**config.mk**
```make
export PLATFORM = sky130hd
export DESIGN_NAME = rgb_to_hsv_converter_core_flat
export DESIGN_NICKNAME = d
export VERILOG_FILES = /design/src/rtl/core/rth_pkg.sv /design/src/rtl/core/rth_pix_if.sv /design/src/rtl/core/rth_hsv_if.sv /design/src/rtl/core/rth_ctl.sv /design/src/rtl/core/rth_front.sv /design/src/rtl/core/rth_div.sv /design/src/rtl/core/rth_back.sv /design/src/rtl/core/rgb_to_hsv_converter_core.sv /design/src/flat_wrapper.sv
export SDC_FILE = /design/constraint.sdc
export NUM_CORES = 1
export LEC_CHECK = 0
export BUFFER_PORTS_ARGS = -buffer_cell sky130_fd_sc_hd__buf_2
export CORE_UTILIZATION = 27
export CTS_BUF_LIST = sky130_fd_sc_hd__clkbuf_4 sky130_fd_sc_hd__clkbuf_8
export DETAILED_ROUTE_END_ITERATION = 7
export PLACE_DENSITY = 0.43
export SYNTH_ARGS = -nofsm -noshare
export SYNTH_HDL_FRONTEND = slang
export SYNTH_HIERARCHICAL = 1
export SYNTH_SLANG_ARGS = --single-unit
export TNS_END_PERCENT = 10
```
**constraint.sdc**
```tcl
create_clock -name clk -period 13.57 [get_ports clk]
set_clock_uncertainty 0.15 [all_clocks]
set_input_delay 0.6785 -clock clk [delete_from_list [all_inputs] [get_ports clk]]
set_output_delay 0.6785 -clock clk [all_outputs]
set_load 0.02 [all_outputs]
```
**src/rtl/core/rth_pkg.sv**
```systemverilog
`timescale 1ns / 1ps
`default_nettype none
// ----------------------------------------------------------------------------
// rth_pkg
// Types and constants shared by the RGB to HSV conversion pipeline.
// ----------------------------------------------------------------------------
package rth_pkg;

  localparam int PIPE_STAGES = 11;
  localparam int DIV_STAGES  = 8;
  localparam int DIV_QW      = 16;
  localparam int DIV_BPS     = DIV_QW / DIV_STAGES;
  localparam int NUM_W       = 25;
  localparam int DEN_W       = 9;
  localparam int HUE_FRAC    = 4;

  localparam logic [NUM_W-1:0] HUE_SPAN2  = 25'd7680;
  localparam logic [NUM_W-1:0] SAT_SCALE2 = 25'd131070;
  localparam logic [14:0]      HUE_OFF_RED_NEG = 15'd23040;
  localparam logic [14:0]      HUE_OFF_GREEN   = 15'd7680;
  localparam logic [14:0]      HUE_OFF_BLUE    = 15'd15360;
  localparam logic [15:0]      HUE_TURN        = 16'd23040;

  typedef enum logic [1:0] {
    SEC_RED,
    SEC_GREEN,
    SEC_BLUE
  } sector_t;

  typedef struct packed {
    logic [7:0] mx;
    logic [7:0] d;
    logic [7:0] a;
    sector_t    sector;
    logic       neg;
  } front_t;

  typedef struct packed {
    logic [DEN_W-1:0]  rem;
    logic [DIV_QW-1:0] lo;
    logic [DEN_W-1:0]  den;
  } div_lane_t;

  typedef struct packed {
    logic [7:0]  bright;
    logic [14:0] hue_off;
    logic        neg;
    logic        grey;
    logic        black;
  } div_side_t;

  typedef struct packed {
    div_lane_t hue;
    div_lane_t sat;
    div_side_t side;
  } div_word_t;

endpackage : rth_pkg
`default_nettype wire

```
**src/rtl/core/rth_pix_if.sv**
```systemverilog
`timescale 1ns / 1ps
`default_nettype none
// ----------------------------------------------------------------------------
// rth_pix_if
// Stream channel that carries one RGB pixel word.
// ----------------------------------------------------------------------------
interface rth_pix_if;
  logic       valid;
  logic       ready;
  logic [7:0] red;
  logic [7:0] green;
  logic [7:0] blue;

  modport source (output valid, output red, output green, output blue, input ready);
  modport sink (input valid, input red, input green, input blue, output ready);
endinterface : rth_pix_if
`default_nettype wire

```
**src/rtl/core/rth_hsv_if.sv**
```systemverilog
`timescale 1ns / 1ps
`default_nettype none
// ----------------------------------------------------------------------------
// rth_hsv_if
// Stream channel that carries one HSV result word.
// ----------------------------------------------------------------------------
interface rth_hsv_if;
  logic        valid;
  logic        ready;
  logic [14:0] hue;
  logic [15:0] saturation;
  logic [7:0]  brightness;

  modport source (output valid, output hue, output saturation, output brightness,
                  input ready);
  modport sink (input valid, input hue, input saturation, input brightness,
                output ready);
endinterface : rth_hsv_if
`default_nettype wire

```
**src/rtl/core/rth_ctl.sv**
```systemverilog
`timescale 1ns / 1ps
`default_nettype none
// ----------------------------------------------------------------------------
// rth_ctl
// Valid bits and per-stage load enables of the conversion pipeline.
// ----------------------------------------------------------------------------
module rth_ctl (
  input  wire logic                           clk,
  input  wire logic                           rst_n,
  input  wire logic                           in_valid,
  output logic                                in_ready,
  output logic                                out_valid,
  input  wire logic                           out_ready,
  output logic [rth_pkg::PIPE_STAGES-1:0]     ld
);
  import rth_pkg::*;

  logic [PIPE_STAGES-1:0] valid_r;
  logic [PIPE_STAGES-1:0] valid_nxt;
  logic [PIPE_STAGES:0]   rdy;

  always_comb begin
    rdy[PIPE_STAGES] = out_ready;
    for (int i = PIPE_STAGES - 1; i >= 0; i--) begin
      rdy[i] = !valid_r[i] || rdy[i+1];
    end
  end

  always_comb begin
    for (int i = 0; i < PIPE_STAGES; i++) begin
      if (rdy[i]) begin
        valid_nxt[i] = (i == 0) ? in_valid : valid_r[(i == 0) ? 0 : i - 1];
      end else begin
        valid_nxt[i] = valid_r[i];
      end
    end
  end

  always_ff @(posedge clk) begin
    if (!rst_n) begin
      valid_r <= '0;
    end else begin
      valid_r <= valid_nxt;
    end
  end

  assign ld        = rdy[PIPE_STAGES-1:0];
  assign in_ready  = rdy[0];
  assign out_valid = valid_r[PIPE_STAGES-1];

endmodule : rth_ctl
`default_nettype wire

```
**src/rtl/core/rth_front.sv**
```systemverilog
`timescale 1ns / 1ps
`default_nettype none
// ----------------------------------------------------------------------------
// rth_front
// Finds max, min, sector and channel difference, then forms the dividends
// and divisors for the hue and saturation dividers.
// ----------------------------------------------------------------------------
module rth_front (
  input  wire logic               clk,
  input  wire logic [1:0]         ld,
  input  wire logic [7:0]         red,
  input  wire logic [7:0]         green,
  input  wire logic [7:0]         blue,
  output rth_pkg::div_word_t      word_o
);
  import rth_pkg::*;

  front_t    f_r;
  front_t    f_nxt;
  div_word_t w_r;
  div_word_t w_nxt;
  logic [7:0]       mn;
  logic [NUM_W-1:0] hnum;
  logic [NUM_W-1:0] snum;

  always_comb begin
    f_nxt = '0;
    if (red >= green && red >= blue) begin
      f_nxt.sector = SEC_RED;
    end else if (green >= blue) begin
      f_nxt.sector = SEC_GREEN;
    end else begin
      f_nxt.sector = SEC_BLUE;
    end
    mn = (red < green) ? red : green;
    mn = (mn < blue) ? mn : blue;
    case (f_nxt.sector)
      SEC_RED: begin
        f_nxt.mx  = red;
        f_nxt.neg = green < blue;
        f_nxt.a   = f_nxt.neg ? blue - green : green - blue;
      end
      SEC_GREEN: begin
        f_nxt.mx  = green;
        f_nxt.neg = blue < red;
        f_nxt.a   = f_nxt.neg ? red - blue : blue - red;
      end
      SEC_BLUE: begin
        f_nxt.mx  = blue;
        f_nxt.neg = red < green;
        f_nxt.a   = f_nxt.neg ? green - red : red - green;
      end
      default: begin
        f_nxt.mx  = red;
        f_nxt.neg = 1'b0;
        f_nxt.a   = '0;
      end
    endcase
    f_nxt.d = f_nxt.mx - mn;
  end

  always_ff @(posedge clk) begin
    if (ld[0]) begin
      f_r <= f_nxt;
    end
  end

  // A falling difference rounds halves down, so one is taken off its dividend.
  always_comb begin
    w_nxt = '0;
    hnum  = (NUM_W'(f_r.a) * HUE_SPAN2 + NUM_W'(f_r.d) - NUM_W'(f_r.neg)) << HUE_FRAC;
    snum  = NUM_W'(f_r.d) * SAT_SCALE2 + NUM_W'(f_r.mx);
    w_nxt.hue.rem = hnum[NUM_W-1:DIV_QW];
    w_nxt.hue.lo  = hnum[DIV_QW-1:0];
    w_nxt.hue.den = {f_r.d, 1'b0};
    w_nxt.sat.rem = snum[NUM_W-1:DIV_QW];
    w_nxt.sat.lo  = snum[DIV_QW-1:0];
    w_nxt.sat.den = {f_r.mx, 1'b0};
    w_nxt.side.bright = f_r.mx;
    w_nxt.side.neg    = f_r.neg;
    w_nxt.side.grey   = (f_r.d == 8'd0);
    w_nxt.side.black  = (f_r.mx == 8'd0);
    case (f_r.sector)
      SEC_RED:   w_nxt.side.hue_off = f_r.neg ? HUE_OFF_RED_NEG : 15'd0;
      SEC_GREEN: w_nxt.side.hue_off = HUE_OFF_GREEN;
      SEC_BLUE:  w_nxt.side.hue_off = HUE_OFF_BLUE;
      default:   w_nxt.side.hue_off = 15'd0;
    endcase
  end

  always_ff @(posedge clk) begin
    if (ld[1]) begin
      w_r <= w_nxt;
    end
  end

  assign word_o = w_r;

endmodule : rth_front
`default_nettype wire

```
**src/rtl/core/rth_div.sv**
```systemverilog
`timescale 1ns / 1ps
`default_nettype none
// ----------------------------------------------------------------------------
// rth_div
// Pipelined restoring divider that runs the hue and saturation quotients
// side by side, a fixed number of quotient bits per stage.
// ----------------------------------------------------------------------------
module rth_div (
  input  wire logic                           clk,
  input  wire logic [rth_pkg::DIV_STAGES-1:0] ld,
  input  wire rth_pkg::div_word_t             word_i,
  output rth_pkg::div_word_t                  word_o
);
  import rth_pkg::*;

  div_word_t stage_r [DIV_STAGES];

  function automatic div_lane_t div_iter(input div_lane_t l);
    div_lane_t        n;
    logic [DEN_W:0]   t;
    logic             q;
    n = l;
    t = {l.rem, l.lo[DIV_QW-1]};
    q = (t >= {1'b0, l.den});
    if (q) begin
      t = t - {1'b0, l.den};
    end
    n.rem = t[DEN_W-1:0];
    n.lo  = {l.lo[DIV_QW-2:0], q};
    return n;
  endfunction

  function automatic div_word_t div_stage(input div_word_t w);
    div_word_t n;
    n = w;
    for (int k = 0; k < DIV_BPS; k++) begin
      n.hue = div_iter(n.hue);
      n.sat = div_iter(n.sat);
    end
    return n;
  endfunction

  for (genvar s = 0; s < DIV_STAGES; s++) begin : g_stage
    div_word_t stage_nxt;
    if (s == 0) begin : g_first
      assign stage_nxt = div_stage(word_i);
    end else begin : g_next
      assign stage_nxt = div_stage(stage_r[s-1]);
    end
    always_ff @(posedge clk) begin
      if (ld[s]) begin
        stage_r[s] <= stage_nxt;
      end
    end
  end

  assign word_o = stage_r[DIV_STAGES-1];

endmodule : rth_div
`default_nettype wire

```
**src/rtl/core/rth_back.sv**
```systemverilog
`timescale 1ns / 1ps
`default_nettype none
// ----------------------------------------------------------------------------
// rth_back
// Adds the hue quotient to the sector offset or subtracts it, wraps a full
// turn, forces the grey and black cases and holds the result word.
// ----------------------------------------------------------------------------
module rth_back (
  input  wire logic               clk,
  input  wire logic               ld,
  input  wire rth_pkg::div_word_t word_i,
  output logic [14:0]             hue,
  output logic [15:0]             saturation,
  output logic [7:0]              brightness
);
  import rth_pkg::*;

  logic [14:0] hue_r;
  logic [14:0] hue_nxt;
  logic [15:0] sat_r;
  logic [15:0] sat_nxt;
  logic [7:0]  bright_r;
  logic [15:0] q;
  logic [15:0] hsum;

  always_comb begin
    q = {{HUE_FRAC{1'b0}}, word_i.hue.lo[DIV_QW-1:HUE_FRAC]};
    if (word_i.side.neg) begin
      hsum = {1'b0, word_i.side.hue_off} - q;
    end else begin
      hsum = {1'b0, word_i.side.hue_off} + q;
    end
    if (hsum >= HUE_TURN) begin
      hsum = hsum - HUE_TURN;
    end
    hue_nxt = word_i.side.grey ? 15'd0 : hsum[14:0];
    sat_nxt = word_i.side.black ? 16'd0 : word_i.sat.lo;
  end

  always_ff @(posedge clk) begin
    if (ld) begin
      hue_r    <= hue_nxt;
      sat_r    <= sat_nxt;
      bright_r <= word_i.side.bright;
    end
  end

  assign hue        = hue_r;
  assign saturation = sat_r;
  assign brightness = bright_r;

endmodule : rth_back
`default_nettype wire

```
**src/rtl/core/rgb_to_hsv_converter_core.sv**
```systemverilog
`timescale 1ns / 1ps
`default_nettype none
// ----------------------------------------------------------------------------
// rgb_to_hsv_converter_core
// Converts a stream of 8-bit RGB pixels to hue, saturation and value.
// Throughput is one word per cycle while the output is not stalled;
// the 8-stage divider pair sets the depth.
// Under backpressure bubbles collapse; a full stage waits for space ahead.
// Reset clears only the stage valid bits; the datapath needs no reset.
// ----------------------------------------------------------------------------
module rgb_to_hsv_converter_core (
  input  wire logic   clk,
  input  wire logic   rst_n,
  rth_pix_if.sink     in_pix,
  rth_hsv_if.source   out_hsv
);
  import rth_pkg::*;

  logic [PIPE_STAGES-1:0] ld;
  div_word_t              front_word;
  div_word_t              div_word;

  rth_ctl u_ctl (
    .clk       (clk),
    .rst_n     (rst_n),
    .in_valid  (in_pix.valid),
    .in_ready  (in_pix.ready),
    .out_valid (out_hsv.valid),
    .out_ready (out_hsv.ready),
    .ld        (ld)
  );

  rth_front u_front (
    .clk    (clk),
    .ld     (ld[1:0]),
    .red    (in_pix.red),
    .green  (in_pix.green),
    .blue   (in_pix.blue),
    .word_o (front_word)
  );

  rth_div u_div (
    .clk    (clk),
    .ld     (ld[DIV_STAGES+1:2]),
    .word_i (front_word),
    .word_o (div_word)
  );

  rth_back u_back (
    .clk        (clk),
    .ld         (ld[PIPE_STAGES-1]),
    .word_i     (div_word),
    .hue        (out_hsv.hue),
    .saturation (out_hsv.saturation),
    .brightness (out_hsv.brightness)
  );

endmodule : rgb_to_hsv_converter_core
`default_nettype wire
```
**src/flat_wrapper.sv**
```systemverilog
// flat-port wrapper written by rule: the top's interface ports become plain ports
module rgb_to_hsv_converter_core_flat import rth_pkg::*;
  (clk, rst_n, in_pix_valid, in_pix_red, in_pix_green, in_pix_blue, in_pix_ready, out_hsv_valid, out_hsv_hue, out_hsv_saturation, out_hsv_brightness, out_hsv_ready);
  rth_pix_if in_pix_i ();
  rth_hsv_if out_hsv_i ();
  input  wire logic clk;
  input  wire logic rst_n;
  input wire logic [$bits(in_pix_i.valid)-1:0] in_pix_valid;
  input wire logic [$bits(in_pix_i.red)-1:0] in_pix_red;
  input wire logic [$bits(in_pix_i.green)-1:0] in_pix_green;
  input wire logic [$bits(in_pix_i.blue)-1:0] in_pix_blue;
  output wire logic [$bits(in_pix_i.ready)-1:0] in_pix_ready;
  output wire logic [$bits(out_hsv_i.valid)-1:0] out_hsv_valid;
  output wire logic [$bits(out_hsv_i.hue)-1:0] out_hsv_hue;
  output wire logic [$bits(out_hsv_i.saturation)-1:0] out_hsv_saturation;
  output wire logic [$bits(out_hsv_i.brightness)-1:0] out_hsv_brightness;
  input wire logic [$bits(out_hsv_i.ready)-1:0] out_hsv_ready;
  assign in_pix_i.valid = in_pix_valid;
  assign in_pix_i.red = in_pix_red;
  assign in_pix_i.green = in_pix_green;
  assign in_pix_i.blue = in_pix_blue;
  assign in_pix_ready = in_pix_i.ready;
  assign out_hsv_valid = out_hsv_i.valid;
  assign out_hsv_hue = out_hsv_i.hue;
  assign out_hsv_saturation = out_hsv_i.saturation;
  assign out_hsv_brightness = out_hsv_i.brightness;
  assign out_hsv_i.ready = out_hsv_ready;
  rgb_to_hsv_converter_core u_core (.clk(clk), .rst_n(rst_n), .in_pix(in_pix_i), .out_hsv(out_hsv_i));
endmodule
```
; Word level (Yosys, flattened, before mapping)
; Memories as Yosys holds them, arrays and structs flattened.
; Cells that the tools add are included.
[classes]
n_mul = 2
n_eq_ne = 4
reduce_logical = 27
add_sub_neg = 45
n_mux = 62
magnitude_cmp = 40
[op_table]
columns = op, count
row1 = $ge A10 B9 Y1, 32
row2 = $mux W9, 32
row3 = $sub A9 B9 Y9, 32
row4 = $sub A8 B8 Y8, 7
row5 = $pmux W15 S3, 1
row6 = $mux W8, 5
row7 = $lt A8 B8 Y1, 4
row8 = $mux W15, 2
row9 = $add A25 B8 Y25, 1
row10 = $ge A8 B8 Y1, 3
row11 = $mul A8 B16 Y24 const B, 1
row12 = $pmux W8 S3, 1
row13 = $add A21 B8 Y21, 1
row14 = $sub A21 B1 Y21, 1
row15 = $add A15 B12 Y16, 1
row16 = $ge A16 B15 Y1 const B, 1
row17 = $logic_not A8 Y1, 2
row18 = $mux W1, 16
row19 = $mux W16, 1
row20 = $pmux W8 S2, 1
row21 = $sub A15 B12 Y16, 1
row22 = $sub A15 B15 Y15 const B, 1
row23 = $mul A8 B4 Y12 const B, 1
row24 = $logic_not A1 Y1, 11
row25 = other kinds (7), 21
[totals]
mem_count = 1
in_bits = 28
elab_cells = 210
mem_bits_rw = 752
ff_bits = 157
[memory_table]
columns = name, depth, word_bits, read_ports, rd_clocked_by_memory_dff, wr, line
row1 = u_core.u_div.stage_r, 8, 94, 8, 0, 8, rth_div.sv:16  ; div_word_t stage_r [DIV_STAGES];

; Depth between registers and ports, before layout
; Gate-level depths: netlist of run 1.
[logic_depth]
word_depth = 12
ltp_mapped = 28

; Hierarchy
; The synthesis of run 1 kept the hierarchy.
[modules_own_cells]
columns = module, cells_per_inst, instances, area_each_um2
row1 = rth_div, 2774, 1, 38308.0
row2 = rth_front, 971, 1, 9754.4
row3 = rth_back, 260, 1, 2778.9
row4 = rth_ctl, 53, 1, 471.7

; Worst setup path before layout of run 1
; OpenSTA, ideal clock, no wires.
[synth_path]
path_type = input port to flip-flop
startpoint = input port in_pix_red[0]
endpoint = register u_core/u_front/f_r[18] in the netlist's numbering, data pin
arrival_ns = 5.049
setup_time_ns = 0.265
path_stages = 27
required_ns = 13.155
slack_ns = 8.106
cell_sequence = inv_1 > ha_1 > inv_1 > fa_1 > nand3_1 > a21oi_1 > nor2_1 > buf_2 > clkbuf_1 > nand2_1 > o21ai_0 > ha_1 > a21o_1 > a21o_1 > a21o_1 > a21oi_1 > o31ai_4 > mux2i_1 > ha_1 > nor2b_1 > o21ai_0 > nand2b_1 > a21o_1 > a21oi_1 > o21ai_0 > xor2_1 > xnor2_1
[synth_rtl]
columns = item, line
row1 = "start, declared", flat_wrapper.sv:9  ; input wire logic [$bits(in_pix_i.red)-1:0] in_pix_red;
row2 = "end signal, assigned", rth_front.sv:64  ; f_r <= f_nxt;
row3 = "end, declared", rth_front.sv:18  ; front_t f_r;

; Worst setup path after layout of run 1
[layout_path]
startpoint = register u_core/u_front/f_r[15] in the netlist's numbering
endpoint = register u_core.u_front.w_r (netlist bit u_core/u_front/word_o[59]), data pin
[layout_via]
elab_chain_cells = 2
[layout_lines]
columns = item, line
row1 = $mul A8 B16 Y24, rth_front.sv:72  ; snum = NUM_W'(f_r.d) * SAT_SCALE2 + NUM_W'(f_r.mx);
row2 = $add A25 B8 Y25, rth_front.sv:72
row3 = via u_core.u_front.snum[24], rth_front.sv:24  ; logic [NUM_W-1:0] snum;
row4 = "end signal, assigned", rth_front.sv:93  ; w_r <= w_nxt;
row5 = "end, declared", rth_front.sv:20  ; div_word_t w_r;
; The timed path passes the listed nets, and every way through them passes these cells.
; A chain may end at the register's enable or synchronous reset.

==> results.md, run 1 <==
Run status:
- The flow ran to the end, and the final reports show no timing, DRC or antenna violations.

Timing:
- The final number of setup-violating endpoints is 0.
- The number of hold-slack violations in the final timing report was 0.
- The worst path meets setup with 7.783 ns of slack.
- The time the final worst path needs with I/O delays and setup is just under 6 ns.
- The final critical-path share of the clock period is 0.4264.
- The number of max-slew violations in the final report is 0.
- The worst relative slew slack is 0.2163.
- Setup repair after global routing left no endpoint under its margin.
- The upper clock frequency limit is 172.8 MHz.
- The total negative setup slack is 0 ns.
- The slew at the pin with the worst max-slew slack is roughly 1.2 ns.

Worst setup path:
- Of all nets on the critical path, the largest fanout is 6.
- The worst setup path is launched from a flop.
- The required time at the endpoint of the critical path is 14.00 ns.
- The type of destination of the critical path is a flop.
- By startpoint and endpoint, the worst setup path is classified as flop to flop.
- The start of the worst register-to-register path is u_core/u_front/f_r[15].
- The setup check on the worst reg-to-reg path leaves a slack of 7.78 ns.
- The number of cells traversed by the worst register-to-register path is 19.
- The endpoint identified for the worst register-to-register timing path is u_core/u_front/word_o[59].
- Data arrives at the worst endpoint at a little over 6 ns.

Finish:
- The count of filler cells inserted in the layout is ~17,000.
- Of the cells placed in the final design, the portion with a size suffix greater than 1 is 0.1542.
- Compared with the post-synthesis result, the final layout area differs by 12.23%.
- The final core area utilization is 0.3055.
- The number of cells in the finished layout apart from fillers is 6,059.
- The number of nets in the layout is around 4,200.

Clock tree:
- After clock tree synthesis, the clock-pin slew on the worst setup and hold paths is 0.06 ns.
- TritonCTS built the clock tree.
- Buffers inserted during clock tree synthesis total 145.
- The clock latency on the worst-skew pair is between 0.8 and 0.9 ns.
- The root buffer cell is clkbuf_8.
- The buffer count from post-CTS setup fixing is 0.
- The number of buffers on the longest clock path is 3.
- The number of sinks on the clock net is 794.
- The H-tree was split into 4 levels.

Placement:
- The count of input and output buffers is 68.
- After detailed placement, the design holds a cell count of just under 6,000.
- The half-perimeter wire length after detailed placement is 70,710 um.
- At the end of routability-driven placement, the weighted congestion stood at 0.8646.
- Before CTS, the worst setup slack after placement is 7.308 ns.

Global routing:
- The remaining global-route overflow is 0.
- The via count of the first global-routing pass was 27,680.
- The maximum number of pins on one net before global-route repair is 70.
- The met3 routing resource usage after global routing is 0.02227.
- In the global route stage, overall resource usage came out at 0.1105.
- The number of antenna violations at the first check in global routing is 3.
- For this run, global-route usage on met1 was measured as 0.1434.
- The global routing's busiest layer is met2.
- For met2 alone, demand over resource in global routing was 0.1809.
- The global-route wire length before repair is 149,900 um.

Drt:
- The final layout contains routed wiring with a total length of 93,670 um.
- In the final routed layout, each cell accounts on average for 15.46 um.
- The number of nets with antenna violations after routing is 0.
- The vias after detailed routing is roughly 27,000.
- The number of search-and-repair iterations in the first detailed-routing pass is 5.
- In the routed design, unresolved DRC markers number 0.
- The DRC marker count from the first detailed-route iteration is 1,085.
- In the routed layout, each cell is associated on average with a via count of between 4 and 5.

Hold path:
- The number of cells traversed by the worst hold path is 0.
- In this run the most critical hold path is launched from u_core/u_div/stage_r[0][258].
- The tightest min-delay check is of the flop to flop type.
- The worst hold path terminates at u_core/u_div/stage_r[0][354].

Flow run:
- The tool flagged a number of max-cap violations equal to 0.

Floorplan:
- Pin placement for this block handled slightly below 70 I/O pins.
- The standard cell core area is around 0.17 mm^2.
- After floorplanning, the core was divided into 150 placement rows.
- From left edge to right edge, the die measures a little over 400 um.
- From bottom edge to top edge, the die measures 412.6 um.
- The area of the die is 0.1702 mm^2.
- The initial cell density of the core is 0.2722.

Logic synthesis:
- The count of warnings emitted by yosys is 6.
- The gate count of the mapped netlist is 3,607.
- Dividing the synthesized area by the synthesized cell count gives 12.62 um^2.
- The cell area after technology mapping is 0.04551 mm^2.
[flip-flops by register name (all words and copies together), names as in the netlist]
register / count
u_core/u_div/stage_r: 648
u_core/u_back/hue: 15
u_core/u_back/brightness: 8
u_core/u_ctl/valid_r: 11
u_core/u_back/saturation: 16
u_core/u_front/f_r: 27
u_core/u_front/word_o: 69
[final cells by class]
type                            count  area [um^2]  area share
Multi-Input combinational cell   2361        19790      0.3874
Tap cell                         2204         2758     0.05398
Inverter                          348         1311     0.02567
Sequential cell                   794        23730      0.4646
Antenna cell                        4        10.01   0.0001959
Clock inverter                     64        590.6     0.01156
Timing Repair Buffer               88        500.5    0.009797
Clock buffer                      196         2391     0.04681
[layer usage]
layer | part of all wire | vias up
met4 | 0.026 | 2
met2 | 0.46 | 329
met5 | 0.00011 | -
met3 | 0.031 | 155
met1 | 0.48 | 12670
li1 | - | 13540
[per-stage QoR]
| step | hold slack, ns | cell area (um^2) |
|---|---|---|
| final | 0.2461 | 51080 |
| after global routing | 0.1728 | 51080 |
| after CTS | 0.1206 | 51070 |
| after detailed placement | 0.2545 | 48050 |
| after global placement | 0.2508 | 48050 |
| after floorplan | 0.2503 | 45550 |
[how the worst max path moves through the flow]
stage                                 startpoint                      endpoint  depth (start not counted)
floorplan                          in_pix_red[0]        u_core/u_front/f_r[18]                         27
global placement                   in_pix_red[3]        u_core/u_front/f_r[18]                         23
detailed placement                 in_pix_red[0]        u_core/u_front/f_r[18]                         25
CTS                       u_core/u_front/f_r[15]     u_core/u_front/word_o[59]                         17
global route        u_core/u_div/stage_r[0][272]  u_core/u_div/stage_r[0][371]                         18
finish                    u_core/u_front/f_r[15]     u_core/u_front/word_o[59]                         19
[cells in the final DEF (no fill, tap or decap), drive strengths merged, types with 9 or more instances in the layout]
master,n
edfxtp,783
nand2,136
a211oi,41
o31ai,24
a31oi,23
or3,10
o21ai,136
o21a,47
mux2,182
a21o,111
clkinv,43
o31a,11
a21oi,200
nor2,177
xor2,106
bufinv,9
o21bai,24
buf,84
conb,11
and3,12
fa,74
xnor2,134
mux2i,54
nand4,45
nor3,53
nor4,12
o211ai,17
clkbuf,196
a31o,9
nand2b,22
ha,406
nand3,67
inv,354
dfxtp,11
nor2b,56
or2,23
[repair_timing]
| item | in CTS | in global routing |
|---|---|---|
| hold buffers | 4 | 0 |
| endpoints found under the hold margin | 10 | 0 |
| gates resized for setup | 0 | 0 |
[worst max-delay path: stages (launching register included)]
cell	delay, ns
edfxtp_1	0.52
inv_1	0.17
fa_1	0.44
fa_1	0.65
inv_1	0.12
ha_1	0.30
inv_1	0.05
fa_1	0.53
inv_1	0.04
ha_1	0.24
a211oi_2	0.31
nor2_1	0.14
xor2_1	0.16
ha_1	0.33
nor2_1	0.11
a211o_1	0.29
and4bb_4	0.37
nand4_4	0.14
a2111oi_4	0.37
xnor2_1	0.09
Power of run 1 is left out: the tool's default activity adds up to more than one toggle a clock period on the data nets, which glitch-free logic cannot reach.
==> inputs of run 2 (changes only) <==
Settings changed: ABC_AREA from default to 1, PLACE_DENSITY 0.43 to 0.44.
Clock period 13.57 ns to 4.7 ns, I/O delays scaled along.
==> results.md, run 2 <==
Run status:
- The run finished, with violations left.
- The final reports fail on setup timing.

Global routing:
- The layer flagged by global routing as most heavily used is met2.
- The met2 layer usage reported by global route is 0.2186.
- Entering global routing, the biggest net connects 76 pins.
- The remaining global-route overflow is 0.
- The total routing resource utilization after global routing is 0.1230.
- The via count of the first global-routing pass is 35,040.
- The number of antenna violations at the first check in global routing is 1.
- For met1 alone, demand over resource in global routing was 0.1482.
- The met3 routing resource usage after global routing is 0.01869.
- The global-route wire length before repair is around 180,000 um.

Worst setup path:
- The worst setup path startpoint is u_core/u_front/f_r[16].
- The startpoint identified for the worst register-to-register timing path is u_core/u_front/f_r[16].
- The type of destination of the critical path is a flop.
- Data on the critical path arrives at its endpoint at 5.24 ns.
- The critical-path maximum fanout is 4.
- STA classifies the critical path startpoint as a flop.
- The worst setup path is of the flop to flop kind.
- The required time at the endpoint of the critical path is 5.13 ns.
- For the worst flop-to-flop path, the logic depth is 23.
- In this run the register-to-register setup slack is -0.12 ns.
- The endpoint of the worst register-to-register path is u_core/u_front/word_o[55].

Timing:
- The number of max-slew violations in the final report is 0.
- The time the final worst path needs with I/O delays and setup is 4.818 ns.
- Setup violations remaining at the end of the flow were counted as 4.
- The worst path setup slack after routing is -0.1182 ns.
- The final critical-path share of the clock period is 1.025.
- The upper clock frequency limit is roughly 210 MHz.
- The number of hold-slack violations in the final timing report was 0.
- Setup repair after global routing could not meet its margin everywhere.
- The slew at the pin with the worst max-slew slack is between 1 and 1.5 ns.
- Headroom to the max-slew limit came out at 0.3130.

Hold path:
- The critical hold path startpoint is in_pix_red[7].
- The end point of the most critical hold path is u_core/u_front/f_r[18].
- The path class of the tightest hold or removal check is input pin to flop.
- The number of cells traversed by the worst hold path is 8.

Finish:
- Leaving out fill and tap cells, the most frequent cell in the layout is nand2_1.
- For this run, the post-layout net count is 6,033.
- For this run, the share of the core covered by cells in the final layout is 0.3160.
- Once layout is complete, the cells apart from fillers number 7,999.
- In the layout the commonest cells are 1,421 x nand2_1, 783 x edfxtp_1, 744 x inv_1.
- The area growth from synthesis to layout is 15.99%.
- In the final layout, the share of cells above drive strength 1 is 0.1610.
- The number of flip-flops in the largest register is 648.
- With fillers left out, the area of the finished cells amounts to roughly 0.057 mm^2.
- The register with the most flip-flops is u_core/u_div/stage_r.

Clock tree:
- The root buffer cell is clkbuf_8.
- Clock-pin slew was measured on the worst setup and hold paths at 0.06 ns.
- The H-tree was split into 4 levels.
- The total CTS buffers is 139.
- The number of sinks on the clock net is 794.
- The number of buffers on the longest clock path is 3.
- The clock latency on the worst-skew pair is slightly above 0.8 ns.
- The clock tree from TritonCTS is done.

Flow run:
- Across the run, the number of max-cap violations was 0.

Placement:
- The count of input and output buffers is 68.
- After legalization and detailed placement, the total HPWL measured 88,610 um.
- In this run the cell area measured after placement is 0.05353 mm^2.
- The final weighted congestion of routability-driven global placement is 0.8819.
- The number of instances in the placed design is 7,702.

Floorplan:
- The vertical die dimension is around 430 um.
- The area of the die is 0.1845 mm^2.
- The standard cell core area is about 0.18 mm^2.
- In this run the core area contains about 160 standard-cell rows.
- 69 I/O pins were placed.
- The horizontal die dimension is 429.5 um.
- The initial cell density of the core is 0.2725.

Logic synthesis:
- Synthesis handed over a netlist of 5,159 instances.
- The cell area after technology mapping is 0.04935 mm^2.
- The post-synthesis area per instance is about 9.6 um^2.
- During synthesis, Yosys emitted a total of 6 warnings.

Drt:
- The number of nets with antenna violations after routing is 0.
- Using the TritonRoute via totals, the vias-per-cell ratio works out to roughly 4.3.
- The overall routed net length is 112,400 um.
- The routed wirelength normalized by instance count is 14.06 um.
- The DRC marker count from the first detailed-route iteration is about 1,500.
- The final route contains 34,220 vias.
- The number of search-and-repair iterations in the first detailed-routing pass is 5.
- After detailed routing, the number of remaining DRC violations is 0.
==> run 2: worst max-delay path: stages, from the launching register on <==
cell and delay, ns:
edfxtp_1 0.41, fa_1 0.59, inv_2 0.07, fa_2 0.53, fa_2 0.61, inv_2 0.04, fa_1 0.50, ha_4 0.32
nand2_2 0.06, buf_4 0.14, nor2_1 0.08, nand2_1 0.08, nand2_2 0.09, buf_6 0.09, nand2_1 0.05, nand2_1 0.06
nand2_1 0.05, nand2_2 0.08, inv_2 0.05, nor2_4 0.09, nand3_4 0.11, buf_6 0.13, xor2_1 0.14, inv_1 0.05
==> run 2: layout make-up <==
class | count | area (um^2)
fillers | 18800 | 123900
clock inverters | 67 | 544.3
inverters | 782 | 2939
repair buffers | 305 | 2257
diodes | 1 | 2.502
multi-input cells | 3503 | 22600
flip-flops and latches | 794 | 23730
well taps | 2370 | 2965
clock buffers | 177 | 2205
==> run 2: routing by layer <==
layer,vias to the layer above,part of all wire
met3,183,0.029
met4,0,0.028
met1,15790,0.45
li1,17810,-
met2,445,0.50
met5,-,0
==> run 2: what timing repair did <==
action,in CTS,in global routing
setup endpoints to repair,12,15
hold endpoints to repair,35,0
pin swaps,37,32
gates cloned,0,0
gates resized for setup,66,47
hold buffers,34,0
buffers inserted,11,7
==> run 2: per-stage QoR <==
step                hold slack (ns)  setup slack, ns  setup TNS [ns]
detailed placement           0.2545          -0.3920          -3.450
finish                       0.1094          -0.1182         -0.3022
global placement             0.2507          -0.3920          -2.894
global route                 0.1002          -0.3548          -2.436
floorplan                    0.2230          -0.4065          -68.22
CTS                       0.0004260         -0.08880         -0.3061
==> run 2: worst max-delay path by stage <==
stage,end,slack [ns],cells after the start
after CTS,u_core/u_front/word_o[59],-0.09,21
after floorplan,u_core/u_front/word_o[59],-0.41,22
final,u_core/u_front/word_o[55],-0.12,23
after global placement,u_core/u_front/word_o[59],-0.39,22
after global routing,u_core/u_front/word_o[59],-0.35,24
after detailed placement,u_core/u_front/word_o[59],-0.39,22
Power of run 2 is left out for the same reason.
